--- src/rtl/aat_pkg.sv ---
package aat_pkg;

    localparam int CW = 32;            // coordinate width
    localparam int FB = 16;            // fraction bits
    localparam int HW = CW - 1;        // half-extent width
    localparam int PW = 2 * CW;        // product width
    localparam int SW = 2 * CW + 2;    // mapped sum width, room for carry and translation
    localparam int LAT = 6;            // start beat to result strobe, in cycles

    localparam logic signed [CW-1:0] CMAX = {1'b0, {HW{1'b1}}};
    localparam logic signed [CW-1:0] CMIN = {1'b1, {HW{1'b0}}};

    typedef struct packed {
        logic signed [CW-1:0] m_xx;
        logic signed [CW-1:0] m_xy;
        logic signed [CW-1:0] m_xt;
        logic signed [CW-1:0] m_yx;
        logic signed [CW-1:0] m_yy;
        logic signed [CW-1:0] m_yt;
        logic signed [CW-1:0] box_center_x;
        logic signed [CW-1:0] box_center_y;
        logic        [HW-1:0] box_half_x;
        logic        [HW-1:0] box_half_y;
    } t_in_item;

    typedef struct packed {
        logic signed [CW-1:0] out_center_x;
        logic signed [CW-1:0] out_center_y;
        logic        [HW-1:0] out_half_x;
        logic        [HW-1:0] out_half_y;
        logic                 overflow;
    } t_out_item;

    typedef struct packed {
        logic signed [CW-1:0] m_xx;
        logic signed [CW-1:0] m_xy;
        logic signed [CW-1:0] m_xt;
        logic signed [CW-1:0] m_yx;
        logic signed [CW-1:0] m_yy;
        logic signed [CW-1:0] m_yt;
        logic signed [CW-1:0] xs_lo;
        logic signed [CW-1:0] xs_hi;
        logic signed [CW-1:0] ys_lo;
        logic signed [CW-1:0] ys_hi;
        logic                 ovf;
    } t_corners;

    // corner k = 2*i + j, i picks the x side, j the y side
    typedef struct packed {
        logic [3:0][CW-1:0] tx;
        logic [3:0][CW-1:0] ty;
        logic               ovf;
    } t_mapped;

endpackage

--- src/rtl/aat_corner.sv ---
module aat_corner (
    input  logic              i_clk,
    input  aat_pkg::t_in_item i_item,
    output aat_pkg::t_corners o_corners
);

    aat_pkg::t_corners r_corners;
    aat_pkg::t_corners n_corners;

    logic signed [aat_pkg::CW:0] s_xlo, s_xhi, s_ylo, s_yhi;
    logic ov_xlo, ov_xhi, ov_ylo, ov_yhi;

    // clamp a one-bit-wider sum back to the coordinate range
    function automatic logic signed [aat_pkg::CW-1:0] clamp(
        input logic signed [aat_pkg::CW:0] v
    );
        if (v[aat_pkg::CW] == v[aat_pkg::CW-1]) begin
            return v[aat_pkg::CW-1:0];
        end
        return v[aat_pkg::CW] ? aat_pkg::CMIN : aat_pkg::CMAX;
    endfunction

    always_comb begin
        s_xlo = $signed({i_item.box_center_x[aat_pkg::CW-1], i_item.box_center_x})
              - $signed({2'b00, i_item.box_half_x});
        s_xhi = $signed({i_item.box_center_x[aat_pkg::CW-1], i_item.box_center_x})
              + $signed({2'b00, i_item.box_half_x});
        s_ylo = $signed({i_item.box_center_y[aat_pkg::CW-1], i_item.box_center_y})
              - $signed({2'b00, i_item.box_half_y});
        s_yhi = $signed({i_item.box_center_y[aat_pkg::CW-1], i_item.box_center_y})
              + $signed({2'b00, i_item.box_half_y});
        ov_xlo = s_xlo[aat_pkg::CW] != s_xlo[aat_pkg::CW-1];
        ov_xhi = s_xhi[aat_pkg::CW] != s_xhi[aat_pkg::CW-1];
        ov_ylo = s_ylo[aat_pkg::CW] != s_ylo[aat_pkg::CW-1];
        ov_yhi = s_yhi[aat_pkg::CW] != s_yhi[aat_pkg::CW-1];

        n_corners.m_xx  = i_item.m_xx;
        n_corners.m_xy  = i_item.m_xy;
        n_corners.m_xt  = i_item.m_xt;
        n_corners.m_yx  = i_item.m_yx;
        n_corners.m_yy  = i_item.m_yy;
        n_corners.m_yt  = i_item.m_yt;
        n_corners.xs_lo = clamp(s_xlo);
        n_corners.xs_hi = clamp(s_xhi);
        n_corners.ys_lo = clamp(s_ylo);
        n_corners.ys_hi = clamp(s_yhi);
        n_corners.ovf   = ov_xlo | ov_xhi | ov_ylo | ov_yhi;
    end

    always_ff @(posedge i_clk) begin
        r_corners <= n_corners;
    end

    assign o_corners = r_corners;

endmodule

--- config.mk ---
export PLATFORM = sky130hd
export DESIGN_NAME = aat_corner
export DESIGN_NICKNAME = d
export VERILOG_FILES = /design/src/rtl/aat_pkg.sv /design/src/rtl/aat_corner.sv
export SDC_FILE = /design/constraint.sdc
export NUM_CORES = 1
export LEC_CHECK = 0
export BUFFER_PORTS_ARGS = -buffer_cell sky130_fd_sc_hd__buf_2
export CAP_MARGIN = 30
export CORE_AREA = 8 8 241 243
export DETAILED_ROUTE_END_ITERATION = 16
export DIE_AREA = 0 0 249 251
export GPL_TIMING_DRIVEN = 0
export PLACE_DENSITY_LB_ADDON = 0.08
export SLEW_MARGIN = 40
export SYNTH_ARGS = -nofsm -noshare
export SYNTH_HDL_FRONTEND = slang
export SYNTH_SLANG_ARGS = --single-unit
--- constraint.sdc ---
create_clock -name i_clk -period 4.4 [get_ports i_clk]
set_clock_uncertainty 0.15 [all_clocks]
set_input_delay 0.44 -clock i_clk [delete_from_list [all_inputs] [get_ports i_clk]]
set_output_delay 0.44 -clock i_clk [all_outputs]
set_load 0.03 [all_outputs]
# Yosys cells after proc, flatten, opt, wreduce, memory -nomap -nowiden
# Index checks and enable logic that the tools add are counted.
# word_totals
regBits,321
inputBits,319
out_inout_bits,321
elab_cells,42
# op_classes
n_addsub,4
eq_ne,8
mux,16
bitwise,3
# ops
operator,count
two-way mux 32 bit,12
adder 32 x 32 -> 33 bit,2
subtractor 32 x 32 -> 33 bit,2
equality test 1 bit,4
two-way mux 1 bit,4
!= test 1 bit,4
OR 1 bit,3

# Longest topological paths before layout
# Gate-level depths: netlist of run 1.
# depth
word_depth,5
ltp_mapped,14
depth_no_buf,13

# Worst setup path before layout of run 1
# OpenSTA, ideal clock, no wires.
# synth_timing
kind,input -> register
startpoint,input port i_item[0] (netlist name)
endpoint,register r_corners (netlist bit o_corners[11])
setup_time_ps,74
t_arrival_ps,3032
path_slack_ps,1144
cell_stages,14
n_path_buf,2
cell_sequence,ha_1 -> inv_1 -> fa_1 -> o21bai_2 -> o211ai_1 -> a311oi_2 -> a221oi_2 -> o311ai_2 -> nand4_1 -> a311oi_2 -> o21ai_1 -> buf_2 -> buf_6 -> o21ai_0
# synth_lines
element,line_no,source
start: declaration,aat_corner.sv:3,"input aat_pkg::t_in_item i_item,"
end signal: assignment,aat_corner.sv:51,r_corners <= n_corners;
end: declaration,aat_corner.sv:7,aat_pkg::t_corners r_corners;

==> results.py, run 1 <==
metrics = {
    "status": {
        "status": "completed",
    },
    "finish": {
        "largest_register_ffs": 321,
        "utilization": 0.399,
        "fin_nets": 2839,
        "drive_gt1_frac": 0.317,
        "nFillCells": 5518,
        "fin_area_um2": 21700,
        "final_cell_count_no_fill": 3131,
        "area_delta_synth_final_pct": 51.9,
    },
    "sta": {
        "rsz0062_at_grt": "false",
        "fin_tns_setup_ns": 0,
        "fin_ws_ns": 0.526,
        "layout_min_cycle_time_ns": 3.87,
        "max_slew_margin": 0.473,
        "finalCritPeriodShare": 0.881,
        "hold_ws_ns": 0.0572,
        "slew_viol_final": 0,
        "finalSetupViolCount": 0,
        "worstMarginPinSlew_ns": 0.770,
        "max_freq_mhz": 258,
        "hold_viol_final": 0,
    },
    "synthesis": {
        "synth_area_leaders": "dfxtp_1, ha_1, xnor2_1, a21oi_1, o21ai_0",
        "syn_area_um2": 14300,
        "async_flop_share": 0,
        "synth-edff-count": 0,
        "ys_seq_area_frac": 0.450,
        "syn_inst": 1521,
        "syn_nets": 1968,
        "synth_cell_types": 84,
        "yosysTopAreaCell": "dfxtp_1",
        "ys.warnings.count": 0,
        "yosys-top-cells-count": "dfxtp_1, inv_1, nor2_1",
        "synth_area_per_cell_um2": 9.38,
        "synth_top_area_frac": 0.450,
        "postSynthRegisterBits": 321,
        "yosysMostFrequentCell": "dfxtp_1",
        "synthFlopType": "dfxtp_1",
    },
    "clock_network": {
        "clk_path_buf_depth": 3,
        "cts_tree": "built",
        "htreeDepth": 2,
        "postCtsSetupBuffers": 0,
        "clk_pin_slew_worst_paths_ns": 0.06,
        "numCtsBuffers": 38,
        "root_buffer": "clkbuf_16",
        "cts_sinks": 321,
        "ctsResizeCount": 0,
        "hold_buffers": 192,
    },
    "route": {
        "firstDrtPassIters": 5,
        "via_count": 14236,
        "wl_mm": 62.7,
        "avgViaCountPerCell": 4.55,
        "drc": 0,
        "drt-wirelength-per-cell_um": 20.0,
        "drtIter0Drc": 818,
        "ant_nets": 0,
    },
    "min_path": {
        "hp-class": "in2reg",
        "min_from": "i_item[125]",
        "holdPathStages": 3,
        "holdPathEnd": "o_corners[128]$_DFF_P_",
    },
    "power_and_ir_drop": {
        "power_density_nw_per_um2": 450,
        "ir_drop_uv": 280,
        "p_leak_nw": 10.2,
        "power_mw": 9.76,
    },
    "die": {
        "rows": 86,
        "pin_count": 640,
        "chipHeight_um": 251,
        "die_w_um": 249,
        "die-area_um2": 62500,
        "initial_core_util": 0.263,
        "placeableCoreArea_um2": 54300,
    },
    "setup_path": {
        "worstPathArrival_ns": 4.09,
        "setup.worst_path.class": "in2reg",
        "cp_max_fo": 10,
        "cp-end-kind": "flop",
        "startpoint_type": "input pin",
        "worstPathRequired_ns": 4.61,
    },
    "global_routing": {
        "grt_pass1_vias": 15077,
        "grt_pass1_wl_mm": 92.8,
        "gr-total-overflow": 0,
        "antenna_found_initial": 7,
        "grt_max_degree": 15,
        "grt.total_usage": 0.190,
    },
    "place": {
        "place_congestion": 0.872,
        "port_buffers": 639,
        "placedCellCount": 2864,
        "dp_slack_ns": -0.0591,
        "hpwl_mm": 50.3,
        "place_area_um2": 18300,
    },
    "run": {
        "max-cap-violations": 0,
    },
}
==> layout by cell type, fill, tap and decap left out, types with 11 or more instances in the layout <==
master / count
a211oi_1: 17
a21o_1: 16
a21oi_1: 120
a31oi_1: 14
buf_2: 660
clkbuf_1: 44
clkbuf_16: 39
dfxtp_1: 321
dlygate4sd3_1: 192
ha_1: 124
inv_1: 127
nand2_1: 68
nand2b_1: 12
nand3_1: 24
nor2_1: 125
nor2b_1: 16
nor3_1: 28
nor4_1: 11
o211ai_1: 13
o21a_1: 14
o21ai_0: 98
o21bai_1: 30
o31ai_1: 13
xnor2_1: 90
xor2_1: 12
==> power breakdown <==
group	internal (mW)	leakage (nW)	switching, mW
clock	2.19	0.678	1.28
sequential	3.27	2.70	0.106
combinational	0.970	6.85	1.94
==> how the worst max path moves through the flow <==
stage,from,endpoint,slack (ns),cells after the start
global route,i_item[94],o_corners[117]$_DFF_P_,0.26,14
finish,i_item[94],o_corners[123]$_DFF_P_,0.53,14
global placement,i_item[94],o_corners[117]$_DFF_P_,-0.007,14
detailed placement,i_item[94],o_corners[117]$_DFF_P_,-0.06,14
floorplan,i_item[0],o_corners[11]$_DFF_P_,1.14,14
CTS,i_item[94],o_corners[117]$_DFF_P_,0.53,14
==> cells by family (layout without fill, tap and decap cells) <==
kind of cell / Yosys count / in the layout / share of synthesized area
fa+ha+maj: 131 / 131 / 0.116
buf+inv: 198 / 1097 / 0.0572
simple gates: 347 / 347 / 0.118
other cells: 0 / 7 / 0
xor+xnor: 102 / 102 / 0.0626
flops: 321 / 321 / 0.450
compound gates: 419 / 419 / 0.193
mux: 3 / 3 / 0.00228
==> cell type report <==
class	instances	area, µm²	area share
buffer	68	328	0.0151
timing repair buffer	831	5120	0.236
inverter	130	488	0.0225
clock buffer	46	1020	0.0471
antenna	7	17.5	0.000808
multi-input combinational	1002	7030	0.324
tap	704	881	0.0406
clock inverter	22	370	0.0171
sequential	321	6430	0.296
==> metal layers <==
metal  track usage  vias to the layer above  part of all wire
met5             0                        -                 0
met4        0.0698                        0             0.033
met3        0.0493                      107             0.063
met2         0.333                      467              0.50
met1         0.222                     6662              0.41
li1              -                     7000                 -
==> critical path, stage by stage <==
cell and delay (ns):
buf_2 0.11, inv_1 0.04, ha_1 0.16, inv_1 0.06, fa_1 0.43, a211oi_1 0.25, nor2_1 0.14, o21ai_0 0.36
o21ai_1 0.23, a211oi_1 0.63, o31ai_1 0.19, nand3_1 0.35, clkbuf_1 0.40, o21ai_0 0.29
Power figures use the tool's default switching activity.
==> inputs of run 2 (changes only) <==
CORE_AREA = 2 2 249 251   (was 8 8 241 243)
CTS_BUF_LIST = sky130_fd_sc_hd__clkbuf_8 sky130_fd_sc_hd__clkbuf_16   (was not set)
DIE_AREA = 0 0 251 253   (was 0 0 249 251)
SETUP_SLACK_MARGIN = 0.3   (was not set)
==> run 2 against run 1 <==
Net effect: final area rose by 0.43%; clock power decreased by 2%; count of clock-buffer cells in the layout unchanged; wire length down 1.7%; sequential share of layout area fell by 0.13 points; fmax rose by 2.0%; final cell count increased by 2.7%.
==> results.py, run 2 (synthesis results as in run 1) <==
metrics = {
    "status": {
        "status": "completed",
    },
    "place": {
        "placedCellCount": 2950,
        "place_congestion": 0.887,
        "port_buffers": 639,
        "hpwl_mm": 49.7,
        "dp_slack_ns": -0.0761,
    },
    "route": {
        "drc": 0,
        "avgViaCountPerCell": 4.42,
        "drtIter0Drc": 823,
        "firstDrtPassIters": 5,
        "drt-wirelength-per-cell_um": 19.2,
        "ant_nets": 0,
        "wl_mm": 61.6,
        "via_count": 14218,
    },
    "clock_network": {
        "cts_tree": "built",
        "cts_sinks": 321,
        "postCtsSetupBuffers": 0,
        "numCtsBuffers": 39,
        "clk_pin_slew_worst_paths_ns": 0.06,
        "clk_path_buf_depth": 3,
        "root_buffer": "clkbuf_16",
        "htreeDepth": 2,
    },
    "finish": {
        "final_cell_mix": "buf_2, dfxtp_1, dlygate4sd3_1",
        "final_cell_count_no_fill": 3215,
        "nFillCells": 6394,
        "fin_nets": 2840,
        "final_common_cell": "buf_2",
        "largest_register_ffs": 321,
        "drive_gt1_frac": 0.320,
        "utilization": 0.357,
        "area_delta_synth_final_pct": 52.6,
    },
    "setup_path": {
        "worstPathRequired_ns": 4.64,
        "path_delay_family": "compound AO/OA/AOI/OAI gates",
        "cp-end-kind": "flop",
        "cp_max_fo": 10,
        "slowest_delay_ns": 0.58,
        "path_buf_inv": 3,
        "worst_path_max_delay_cell": "nor3_2",
        "startpoint_type": "input pin",
        "setup.worst_path.class": "in2reg",
        "crit_chain": "buf_2, inv_1, ha_1, nor2b_1, o311ai_1, a2111oi_2, nand2b_2, o21ai_2, o31ai_2, a211oi_2, nor3_2, buf_2, o21ai_0",
        "cp_common_cell": "buf_2",
        "worstPathArrival_ns": 4.04,
    },
    "sta": {
        "worstMarginPinSlew_ns": 0.825,
        "max_slew_margin": 0.445,
        "fin_ws_ns": 0.602,
        "finalCritPeriodShare": 0.863,
        "hold_viol_final": 0,
        "layout_min_cycle_time_ns": 3.80,
        "max_freq_mhz": 263,
        "slew_viol_final": 0,
        "finalSetupViolCount": 0,
        "rsz0062_at_grt": "false",
    },
    "die": {
        "die-area_um2": 63500,
        "placeableCoreArea_um2": 61000,
        "chipHeight_um": 253,
        "pin_count": 640,
        "die_w_um": 251,
        "rows": 91,
        "initial_core_util": 0.234,
    },
    "global_routing": {
        "grt.total_usage": 0.185,
        "grt_max_degree": 14,
        "gr-total-overflow": 0,
        "antenna_found_initial": 8,
        "grt_pass1_vias": 14785,
        "grt_pass1_wl_mm": 90.1,
    },
    "power_and_ir_drop": {
        "p_leak_nw": 10.2,
        "power_mw": 9.71,
        "ir_drop_uv": 263,
        "power_density_nw_per_um2": 446,
    },
    "run": {
        "max-cap-violations": 0,
    },
    "min_path": {
        "hp-class": "in2reg",
    },
}
-- run 2: cell types whose count changed in the layout (fill, tap and decap cells not counted), moves of 2 or more --
cell / delta
clkbuf_1: -5
diode_2: -5
inv_1: +2
bufinv_16: -4
clkbuf_8: +5
inv_6: +3
-- run 2: path summary, 6_finish.rpt --
kind / start / end / slack (ns) / depth (start not counted)
worst max-delay path: i_item[1] / o_corners[23]$_DFF_P_ / 0.60 / 13
worst min-delay path: i_item[125] / o_corners[128]$_DFF_P_ / 0.06 / 3
-- run 2: per-stage QoR --
| stage | TNS (ns) | hold slack, ns | cell area, µm² |
|---|---|---|---|
| floorplan | 0 | 0.318 | 14300 |
| global placement | -0.185 | 0.392 | 18500 |
| detailed placement | -0.241 | 0.394 | 18500 |
| CTS | 0 | 0.0180 | 21800 |
| global route | 0 | 0.0656 | 21800 |
| finish | 0 | 0.0560 | 21800 |
-- run 2: layout make-up --
type,count,area (µm²),share of cell area
multi-input cells,1002,7030,0.323
flip-flops and latches,321,6430,0.295
repair buffers,831,5120,0.235
clock buffers,46,1070,0.0492
well taps,790,988,0.0454
inverters,130,488,0.0224
plain buffers,68,328,0.0151
clock inverters,25,313,0.0144
diodes,2,5.00,0.000230
-- run 2: timing repair --
item / CTS / global route
resized for setup: 0 / 1
hold endpoints to repair: 192 / 0
setup endpoints to repair: 0 / 10
hold buffers: 192 / 0
-- run 2: metal layers --
layer	wire, µm	vias up	GRT usage
met5	27	-	0
met4	1740	4	0.0566
met3	3620	106	0.0424
met2	29900	450	0.320
met1	26400	6674	0.227
li1	-	6984	-
-- run 2: power by group --
group	switching, mW	total, mW	internal [mW]
Sequential	0.107	3.38	3.27
Clock	1.36	3.42	2.06
Combinational	1.94	2.91	0.971
Total	3.41	9.71	6.30
