--- src/rtl/aat_pkg.sv ---
package aat_pkg;

    localparam int CW = 32;            // coordinate width
    localparam int FB = 16;            // fraction bits
    localparam int HW = CW - 1;        // half-extent width
    localparam int PW = 2 * CW;        // product width
    localparam int SW = 2 * CW + 2;    // mapped sum width, room for carry and translation
    localparam int LAT = 6;            // start beat to result strobe, in cycles

    localparam logic signed [CW-1:0] CMAX = {1'b0, {HW{1'b1}}};
    localparam logic signed [CW-1:0] CMIN = {1'b1, {HW{1'b0}}};

    typedef struct packed {
        logic signed [CW-1:0] m_xx;
        logic signed [CW-1:0] m_xy;
        logic signed [CW-1:0] m_xt;
        logic signed [CW-1:0] m_yx;
        logic signed [CW-1:0] m_yy;
        logic signed [CW-1:0] m_yt;
        logic signed [CW-1:0] box_center_x;
        logic signed [CW-1:0] box_center_y;
        logic        [HW-1:0] box_half_x;
        logic        [HW-1:0] box_half_y;
    } t_in_item;

    typedef struct packed {
        logic signed [CW-1:0] out_center_x;
        logic signed [CW-1:0] out_center_y;
        logic        [HW-1:0] out_half_x;
        logic        [HW-1:0] out_half_y;
        logic                 overflow;
    } t_out_item;

    typedef struct packed {
        logic signed [CW-1:0] m_xx;
        logic signed [CW-1:0] m_xy;
        logic signed [CW-1:0] m_xt;
        logic signed [CW-1:0] m_yx;
        logic signed [CW-1:0] m_yy;
        logic signed [CW-1:0] m_yt;
        logic signed [CW-1:0] xs_lo;
        logic signed [CW-1:0] xs_hi;
        logic signed [CW-1:0] ys_lo;
        logic signed [CW-1:0] ys_hi;
        logic                 ovf;
    } t_corners;

    // corner k = 2*i + j, i picks the x side, j the y side
    typedef struct packed {
        logic [3:0][CW-1:0] tx;
        logic [3:0][CW-1:0] ty;
        logic               ovf;
    } t_mapped;

endpackage

--- src/rtl/aat_bound.sv ---
module aat_bound (
    input  logic               i_clk,
    input  aat_pkg::t_mapped   i_mapped,
    output aat_pkg::t_out_item o_result
);

    logic signed [aat_pkg::CW-1:0] r_minx, r_maxx, r_miny, r_maxy;
    logic                          r_ovf;
    logic signed [aat_pkg::CW-1:0] n_minx, n_maxx, n_miny, n_maxy;

    logic signed [aat_pkg::CW:0] sum_x, sum_y, span_x, span_y;

    aat_pkg::t_out_item r_result;
    aat_pkg::t_out_item n_result;

    function automatic logic signed [aat_pkg::CW-1:0] smin(
        input logic signed [aat_pkg::CW-1:0] a,
        input logic signed [aat_pkg::CW-1:0] b
    );
        return (b < a) ? b : a;
    endfunction

    function automatic logic signed [aat_pkg::CW-1:0] smax(
        input logic signed [aat_pkg::CW-1:0] a,
        input logic signed [aat_pkg::CW-1:0] b
    );
        return (b > a) ? b : a;
    endfunction

    // two-level compare tree over the four corners
    always_comb begin
        n_minx = smin(smin(i_mapped.tx[0], i_mapped.tx[1]), smin(i_mapped.tx[2], i_mapped.tx[3]));
        n_maxx = smax(smax(i_mapped.tx[0], i_mapped.tx[1]), smax(i_mapped.tx[2], i_mapped.tx[3]));
        n_miny = smin(smin(i_mapped.ty[0], i_mapped.ty[1]), smin(i_mapped.ty[2], i_mapped.ty[3]));
        n_maxy = smax(smax(i_mapped.ty[0], i_mapped.ty[1]), smax(i_mapped.ty[2], i_mapped.ty[3]));
    end

    always_ff @(posedge i_clk) begin
        r_minx <= n_minx;
        r_maxx <= n_maxx;
        r_miny <= n_miny;
        r_maxy <= n_maxy;
        r_ovf  <= i_mapped.ovf;
    end

    // floor halving is an arithmetic shift; the span is never negative
    always_comb begin
        sum_x  = $signed({r_minx[aat_pkg::CW-1], r_minx}) + $signed({r_maxx[aat_pkg::CW-1], r_maxx});
        sum_y  = $signed({r_miny[aat_pkg::CW-1], r_miny}) + $signed({r_maxy[aat_pkg::CW-1], r_maxy});
        span_x = $signed({r_maxx[aat_pkg::CW-1], r_maxx}) - $signed({r_minx[aat_pkg::CW-1], r_minx});
        span_y = $signed({r_maxy[aat_pkg::CW-1], r_maxy}) - $signed({r_miny[aat_pkg::CW-1], r_miny});
        n_result.out_center_x = sum_x[aat_pkg::CW:1];
        n_result.out_center_y = sum_y[aat_pkg::CW:1];
        n_result.out_half_x   = span_x[aat_pkg::CW-1:1];
        n_result.out_half_y   = span_y[aat_pkg::CW-1:1];
        n_result.overflow     = r_ovf;
    end

    always_ff @(posedge i_clk) begin
        r_result <= n_result;
    end

    assign o_result = r_result;

endmodule

--- config.mk ---
export PLATFORM = sky130hd
export DESIGN_NAME = aat_bound
export DESIGN_NICKNAME = d
export VERILOG_FILES = /design/src/rtl/aat_pkg.sv /design/src/rtl/aat_bound.sv
export SDC_FILE = /design/constraint.sdc
export NUM_CORES = 1
export LEC_CHECK = 0
export BUFFER_PORTS_ARGS = -buffer_cell sky130_fd_sc_hd__buf_2
export CORE_ASPECT_RATIO = 2
export CORE_MARGIN = 5
export CORE_UTILIZATION = 55
export CTS_BUF_LIST = sky130_fd_sc_hd__clkbuf_4
export CTS_CLUSTER_DIAMETER = 50
export DETAILED_ROUTE_END_ITERATION = 16
export PLACE_DENSITY = 0.77
export SETUP_SLACK_MARGIN = 0.2
export SLEW_MARGIN = 15
export SYNTH_ARGS = -nofsm -noshare
export SYNTH_HDL_FRONTEND = slang
export SYNTH_SLANG_ARGS = --single-unit
export TNS_END_PERCENT = 30
--- constraint.sdc ---
create_clock -name i_clk -period 7.5 [get_ports i_clk]
set_clock_uncertainty 0.15 [all_clocks]
set_input_delay 1.5 -clock i_clk [delete_from_list [all_inputs] [get_ports i_clk]]
set_output_delay 1.5 -clock i_clk [all_outputs]
set_load 0.01 [all_outputs]
# == Word-level counts from Yosys, hierarchy flattened ==
# Cells that the tools add are included.
# totals
output_inout_bits,127
wordCells,38
inputBits,258
register_bits,256
# op_classes
mux,12
add_sub_neg,4
order_cmp,12
# op_table
op,n
$mux W32,12
$gt A32 B32 Y1,6
$lt A32 B32 Y1,6
$add A32 B32 Y33,2
$sub A32 B32 Y32,2

# == Depth between registers and ports, before layout ==
# Gate-level depths: netlist of run 1.
# depth
ltp_word,4
ltp_mapped,26
mapped_depth_nobuf,23

# == Worst setup path before layout of run 1 ==
# No wires, ideal clock.
# synth_path
path_kind,input to register
startpoint,in i_mapped[199] (netlist bit)
endpoint,reg r_maxx[10] (netlist bit)
slack_ns,0.598
arrival_time_ns,6.681
n_path_buf,3
setup_ns,0.072
cell_stages,24
required_time_ns,7.278
path_cell_list,inv_1 -> ha_1 -> a21o_1 -> a221o_1 -> a221o_1 -> a211oi_1 -> o311ai_2 -> xor2_2 -> o21bai_1 -> buf_2 -> buf_2 -> mux2i_1 -> inv_1 -> ha_1 -> a21o_1 -> a21o_1 -> a2111oi_0 -> nor3_1 -> o21a_1 -> o21ai_1 -> nand4_1 -> a211oi_1 -> buf_2 -> mux2i_1
# synth_via
elab_chain_len,4
# synth_lines
item,line_no,rtl
"start, declared",aat_bound.sv:3,"input aat_pkg::t_mapped i_mapped,"
$gt A32 B32 Y1,aat_bound.sv:27,return (b > a) ? b : a;
$mux W32 (*),aat_bound.sv:27,
$gt A32 B32 Y1,aat_bound.sv:27,
$mux W32 (*),aat_bound.sv:27,
"via n_maxx, one bit",aat_bound.sv:9,"logic signed [aat_pkg::CW-1:0] n_minx, n_maxx, n_miny, n_maxy;"
"end signal, assigned",aat_bound.sv:40,r_maxx <= n_maxx;
"end, declared",aat_bound.sv:7,"logic signed [aat_pkg::CW-1:0] r_minx, r_maxx, r_miny, r_maxy;"
# Mark *: on every way through the listed nets, which the timed path passes. The rest lies on a longest branch.

# == Worst setup path in the final report of run 1 ==
# layout_path
startpoint,in i_mapped[199] (netlist bit)
endpoint,reg r_maxx[0] (netlist bit)
# Same word-level chain as after synthesis.

==> summary.txt, run 1 <==
Synthesis
  • Cell taking the most area after synthesis: dfxtp_1
  • Commonest cells post-synth: inv_1, ha_1, mux2i_1
  • Syn Area/Cell: 8.41 sq um
  • Post-synth EDFFs: 0
  • Cells after Synth: 2612
  • Synth warn: 0
  • Synth top area cells: dfxtp_1, ha_1, mux2i_1
  • Post-synthesis cell area: 0.0220 sq mm
  • Primary FF master, synth: dfxtp_1
  • Seq/Total Area, Yosys: 23.3%
  • Most common cell in the netlist: inv_1
  • Syn Nets: 3250
  • Top cell type's share of synthesized area: 23.3%
  • Synth Register Bits: 256
  • Yosys cell types: 77
  • Synth async-reset ratio: 0%

Clock network
  • Sink Count: 256
  • Reg clk slew, reported paths: 0.08 ns
  • Cts-stage hold buffer count: 0
  • Post-CTS sizing: 0
  • Clk_lat worst skew: 0.75 ns
  • Clk buf depth: 3
  • Clk root buf: clkbuf_4
  • H-tree Lvls: 2
  • Post-CTS setup buffer count: 0
  • TritonCTS clock tree: yes
  • Inserted Clock Buffers: 59

Finish
  • Final instance area: 0.0258 sq mm
  • Layout Area Growth over Synthesis: 17.4%
  • Final-stage net count: 3679
  • Layout cells sized above 1: 18.8%
  • Fill count: 3468

Floorplanning
  • Die area: 0.0443 sq mm
  • # IOs: 385
  • Core area: 0.0396 sq mm
  • FP Rows: 103
  • Die height: 293 um
  • Die width: 151 um
  • Initial core utilization: 55.5%

Drt
  • Met3 wire len: 4110 um
  • Drt first pass iters: 5
  • DR DRC count: 0
  • DR WL/cell: 20.4 um
  • Routed via count: 20700
  • Detailed Route WL: 73900 um
  • Vias per cell: 5.72
  • WL met2: 39400 um
  • Post-route ant nets: 0
  • Initial DRC Count: 745
  • Highest routed layer: met4
  • WL met1: 23600 um

Critical path
  • Crit path max-delay family: compound AO/OA/AOI/OAI gates
  • Most used cell along the critical path: buf_4
  • Critical Path Start Type: input pin
  • Worst Path Max Fanout: 16
  • CP Launch Point: i_mapped[199]
  • Critical path endpoint category: register
  • Delay of the slowest critical-path stage: 0.35 ns
  • CP arrival: 7.08 ns
  • Buf/Inv on CP: 7
  • Kind of critical path: in -> reg
  • Worst path slowest cell: a221o_1
  • Worst path required time: 7.99 ns
  • Worst r2r src: r_miny[15]

STA
  • Worst-Margin Slew: 1.06 ns
  • Period utilization: 87.8%
  • Max frequency: 152 MHz
  • Minimum clock period: 6.58 ns
  • Final setup violation count: 0
  • TNS Setup: 0 ns
  • RSZ-0062 raised after global routing: false
  • WHS: 0.180 ns
  • Slew Limit Headroom: 28.7%
  • Max Slew Vio Count: 0
  • Final hold vios: 0
  • Worst setup margin: 0.916 ns

Outcome
  • Status: completed

Global routing
  • First-pass GRT wire length: 113000 um
  • Vias in the first global route: 22000
  • Largest net degree at the start of global routing: 64
  • Initial antenna violation count: 3
  • GRT Util Overall: 32.6%
  • Total global routing overflow: 0

Placement
  • Setup WS pre-CTS: 0.242 ns
  • GP Congestion: 0.985
  • Post-DP HPWL: 63200 um
  • Dpl cell area: 0.0250 sq mm
  • PortBufs: 384

Power and ir drop
  • Final Total Pwr: 10.5 mW
  • PwrDens: 407 mW/mm^2
  • Pleak: 14.1 nW
  • Worst VDD drop: 0.000157 V

Worst hold path
  • Hold_sp: r_ovf
  • Hold crit path type: reg -> reg

Flow run
  • Max_cap viols: 0
cells by family after synthesis:
| group | count (synthesis) | share of synthesized area (%) |
|---|---|---|
| multiplexers | 325 | 14.8 |
| buffers and inverters | 475 | 8.36 |
| AO/OA/AOI/OAI | 552 | 16.1 |
| XOR/XNOR | 110 | 4.42 |
| AND/OR/NAND/NOR | 514 | 11.2 |
| adder cells (fa/ha/maj) | 380 | 21.8 |
| flip-flops | 256 | 23.3 |
power by group:
group / leakage, nW / switching, mW / internal, mW
sequential: 2.16 / 0.283 / 2.08
combinational: 11.5 / 4.05 / 2.84
clock: 0.460 / 0.607 / 0.626
total: 14.1 / 4.94 / 5.55
state kept, by name (all words and copies together) (netlist names):
| name | count |
|---|---|
| r_maxx | 32 |
| r_miny | 32 |
| r_ovf | 1 |
| r_maxy | 32 |
| r_minx | 32 |
| o_result | 127 |
stage by stage:
stage,util [%],instances
6_report,65.2,3617
2_1_floorplan,-,2612
4_1_cts,65.1,3613
3_3_place_gp,63.1,3505
5_1_grt,65.1,3615
3_5_place_dp,63.1,3505
area by class of cell:
class | count | area (sq um) | area share, %
Multi-Input combinational cell | 1881 | 15100 | 58.5
Sequential cell | 256 | 5120 | 19.9
Timing Repair Buffer | 461 | 2650 | 10.3
Inverter | 382 | 1430 | 5.56
Tap cell | 525 | 657 | 2.55
Clock buffer | 78 | 586 | 2.27
Clock inverter | 30 | 229 | 0.888
Antenna cell | 4 | 10.0 | 0.0388
routing by layer:
metal	vias up	GRT usage (%)
met4	0	25.7
met3	301	5.14
li1	9983	-
met5	-	0
met2	812	62.3
met1	9598	29.1
worst paths after layout:
check	end	slack, ns	cells past startpoint
max reg2reg	o_result[92]	3.15	13
min	o_result[0]	0.18	0
max	r_maxx[0]	0.92	26
min reg2reg	o_result[0]	0.18	0
layout by cell type, fill, tap and decap left out, types with 40 or more instances in the layout:
cell,instances
nor3_1,40
o21ai_0,71
inv_1,381
a21oi_1,220
dfxtp_1,256
clkbuf_4,78
xnor2_1,88
nor2_1,211
ha_1,376
a21o_1,81
mux2i_1,323
nand2_1,72
nand4_1,49
buf_2,384
buf_4,65
Power figures use the tool's default switching activity.
==> run 2, diff against run 1 <==
--- a/config.mk
+++ b/config.mk
@@ -5,14 +5,16 @@
 export SDC_FILE = /design/constraint.sdc
 export NUM_CORES = 1
 export LEC_CHECK = 0
-export BUFFER_PORTS_ARGS = -buffer_cell sky130_fd_sc_hd__buf_2
+export ABC_AREA = 1
+export BUFFER_PORTS_ARGS = -buffer_cell sky130_fd_sc_hd__clkbuf_2
 export CORE_ASPECT_RATIO = 2
 export CORE_MARGIN = 5
 export CORE_UTILIZATION = 55
 export CTS_BUF_LIST = sky130_fd_sc_hd__clkbuf_4
 export CTS_CLUSTER_DIAMETER = 50
 export DETAILED_ROUTE_END_ITERATION = 16
-export PLACE_DENSITY = 0.77
+export MAX_ROUTING_LAYER = met4
+export PLACE_DENSITY = 0.76
 export SETUP_SLACK_MARGIN = 0.2
 export SLEW_MARGIN = 15
 export SYNTH_ARGS = -nofsm -noshare
==> run 2 against run 1 <==
Net effect:
- sequential share of layout area grew 0.16 points
- hold slack gained 0.00052 ns
- final cell count grew 18%
- global-route usage shrank 0.52 points
- setup slack gained 0.30 ns
- count of clock-buffer cells in the layout shrank 5
- via count grew 11%
- design area shrank 0.82%
- clock power shrank 12%
- critical path depth shrank 1
- synthesized cell count grew 28%
==> summary.txt, run 2 <==
Drt
  • Initial DRC Count: 860
  • Post-route ant nets: 0
  • DR DRC count: 0
  • Routed via count: 23000
  • Detailed Route WL: 73200 um
  • Drt first pass iters: 7
  • Vias per cell: 5.37
  • DR WL/cell: 17.1 um

Finish
  • Layout cells sized above 1: 15.1%
  • Commonest non-fill, non-tap cell in the layout: nand2_1
  • Final-stage net count: 4320
  • Commonest cells after routing, fill and taps aside: nand2_1, inv_1, clkbuf_2, ha_1, o21ai_0
  • Fin cells: 4278
  • Final core utilization: 63.4%
  • Max reg flops: 127
  • Layout Area Growth over Synthesis: 13.6%

Placement
  • Cell count after placement: 4152
  • GP Congestion: 1.07
  • PortBufs: 384
  • Post-DP HPWL: 63400 um

Outcome
  • Status: completed

STA
  • Period utilization: 83.8%
  • TNS Setup: 0 ns
  • Minimum clock period: 6.28 ns
  • Final hold vios: 0
  • Worst-Margin Slew: 0.874 ns
  • Slew Limit Headroom: 41.6%
  • Max frequency: 159 MHz
  • Max Slew Vio Count: 0
  • RSZ-0062 raised after global routing: false
  • Final setup violation count: 0
  • WHS: 0.181 ns

Floorplanning
  • Die width: 153 um
  • FP Rows: 104
  • Die height: 296 um
  • Initial core utilization: 55.8%
  • Die area: 0.0453 sq mm
  • Core area: 0.0403 sq mm
  • # IOs: 385

Synthesis
  • Synth Register Bits: 256
  • Syn Nets: 3969
  • Top cell type's share of synthesized area: 22.8%
  • Cell taking the most area after synthesis: dfxtp_1
  • Synth async-reset ratio: 0%
  • Synth warn: 0
  • Cells after Synth: 3331
  • Most common cell in the netlist: nand2_1
  • Syn Area/Cell: 6.75 sq um
  • Post-synth EDFFs: 0
  • Primary FF master, synth: dfxtp_1
  • Commonest cells post-synth: nand2_1, inv_1, ha_1
  • Yosys cell types: 50
  • Seq/Total Area, Yosys: 22.8%
  • Post-synthesis cell area: 0.0225 sq mm
  • Synth top area cells: dfxtp_1, ha_1, nand2_1

Clock network
  • Clk buf depth: 3
  • Clk_lat worst skew: 0.73 ns
  • Sink Count: 256
  • Post-CTS setup buffer count: 0
  • Cts-stage hold buffer count: 0
  • Reg clk slew, reported paths: 0.09 ns
  • Inserted Clock Buffers: 58
  • Clk root buf: clkbuf_4
  • Post-CTS sizing: 0
  • H-tree Lvls: 2
  • TritonCTS clock tree: yes

Critical path
  • Critical path endpoint category: register
  • Buf/Inv on CP: 6
  • CP arrival: 6.75 ns
  • Worst Path Max Fanout: 37
  • Crit path max-delay family: simple AND/OR/NAND/NOR gates
  • Worst path slowest cell: inv_1
  • R2r endpoint: o_result[121]
  • Most used cell along the critical path: nand2_1
  • Critical Path Start Type: input pin
  • Delay of the slowest critical-path stage: 0.65 ns
  • Kind of critical path: in -> reg
  • FF-to-FF setup slack: 3.81 ns
  • Worst r2r src: r_minx[2]
  • R2R cell count: 18
  • Worst path required time: 7.97 ns

Worst hold path
  • Hold crit path type: reg -> reg
  • WHS Endpoint: o_result[0]
  • Hold_sp: r_ovf
  • Worst Hold Depth: 0

Power and ir drop
  • Internal cell power: 5.42 mW
  • Sw power: 5.98 mW
  • Reg power frac: 22.6%
  • Switch share: 52.4%
  • Comb power frac: 67.9%
  • Worst VDD drop: 0.000150 V
  • Pleak: 14.3 nW
  • Clock power share: 9.5%
  • PwrDens: 446 mW/mm^2

Global routing
  • Total global routing overflow: 0
  • Largest net degree at the start of global routing: 61
  • GRT Util Overall: 32.1%
  • First-pass GRT wire length: 112000 um
  • Vias in the first global route: 23100
  • Initial antenna violation count: 20

Flow run
  • Max_cap viols: 0
[run 2: cell types whose count changed after synthesis, moves of 23 or more]
cell      delta
a21oi_1     +74
a21boi_1    +23
o21ai_1     +35
nand2_2     +37
o21ai_0    +244
nand2_1    +629
nand3_1     +89
xor2_1      +96
a21o_1      -68
mux2i_1    -325
clkbuf_1    +25
inv_1      +161
nor2b_1     -24
xnor2_1     -85
[run 2: stage by stage]
| step | total power, mW | area [sq um] | setup WS, ns |
|---|---|---|---|
| 2_1_floorplan | 7.94 | 22500 | 2.02 |
| 3_3_place_gp | 10.1 | 24800 | 0.596 |
| 3_5_place_dp | 10.2 | 24800 | 0.515 |
| 4_1_cts | 11.4 | 25500 | 1.32 |
| 5_1_grt | 12.5 | 25600 | 0.773 |
| 6_report | 11.4 | 25600 | 1.22 |
[run 2: metal layers]
metal | global-route usage [%] | share of wire, %
met1 | 25.7 | 31
met2 | 61.9 | 54
met3 | 5.21 | 5.3
met4 | 27.6 | 10
met5 | - | 0
[run 2: worst max path at each step]
stage	start	endpoint	depth (start not counted)
after global routing	i_mapped[224]	r_minx[3]	27
after global placement	i_mapped[224]	r_maxx[7]	26
after floorplan	i_mapped[160]	r_maxx[23]	25
final	i_mapped[224]	r_minx[13]	25
after CTS	i_mapped[224]	r_minx[8]	25
after detailed placement	i_mapped[224]	r_minx[13]	25
[run 2: power groups by stage]
stage | sequential, mW | clock [mW] | combinational (mW)
after global placement | 2.59 | 0 | 7.54
after CTS | 2.59 | 1.12 | 7.66
after floorplan | 2.67 | 0 | 5.27
after global routing | 2.65 | 1.18 | 8.62
final | 2.58 | 1.08 | 7.74
after detailed placement | 2.62 | 0 | 7.63
[run 2: cell families after synthesis]
kind of cell               after synthesis  synth area share, %
buffers and inverters                  665                 11.6
adders and majority gates              380                 21.3
AOI/OAI and AO/OA                      768                 18.6
DFF                                    256                 22.8
and+or+nand+nor                       1142                 21.1
xor gates and xnor gates               120                 4.67
[run 2: cell type report]
class	instances	area (sq um)
fillers	3978	14800
inverters	543	2040
repair buffers	413	2180
multi-input cells	2410	14800
well taps	530	663
diodes	21	52.6
flip-flops and latches	256	5120
clock inverters	32	159
clock buffers	73	548
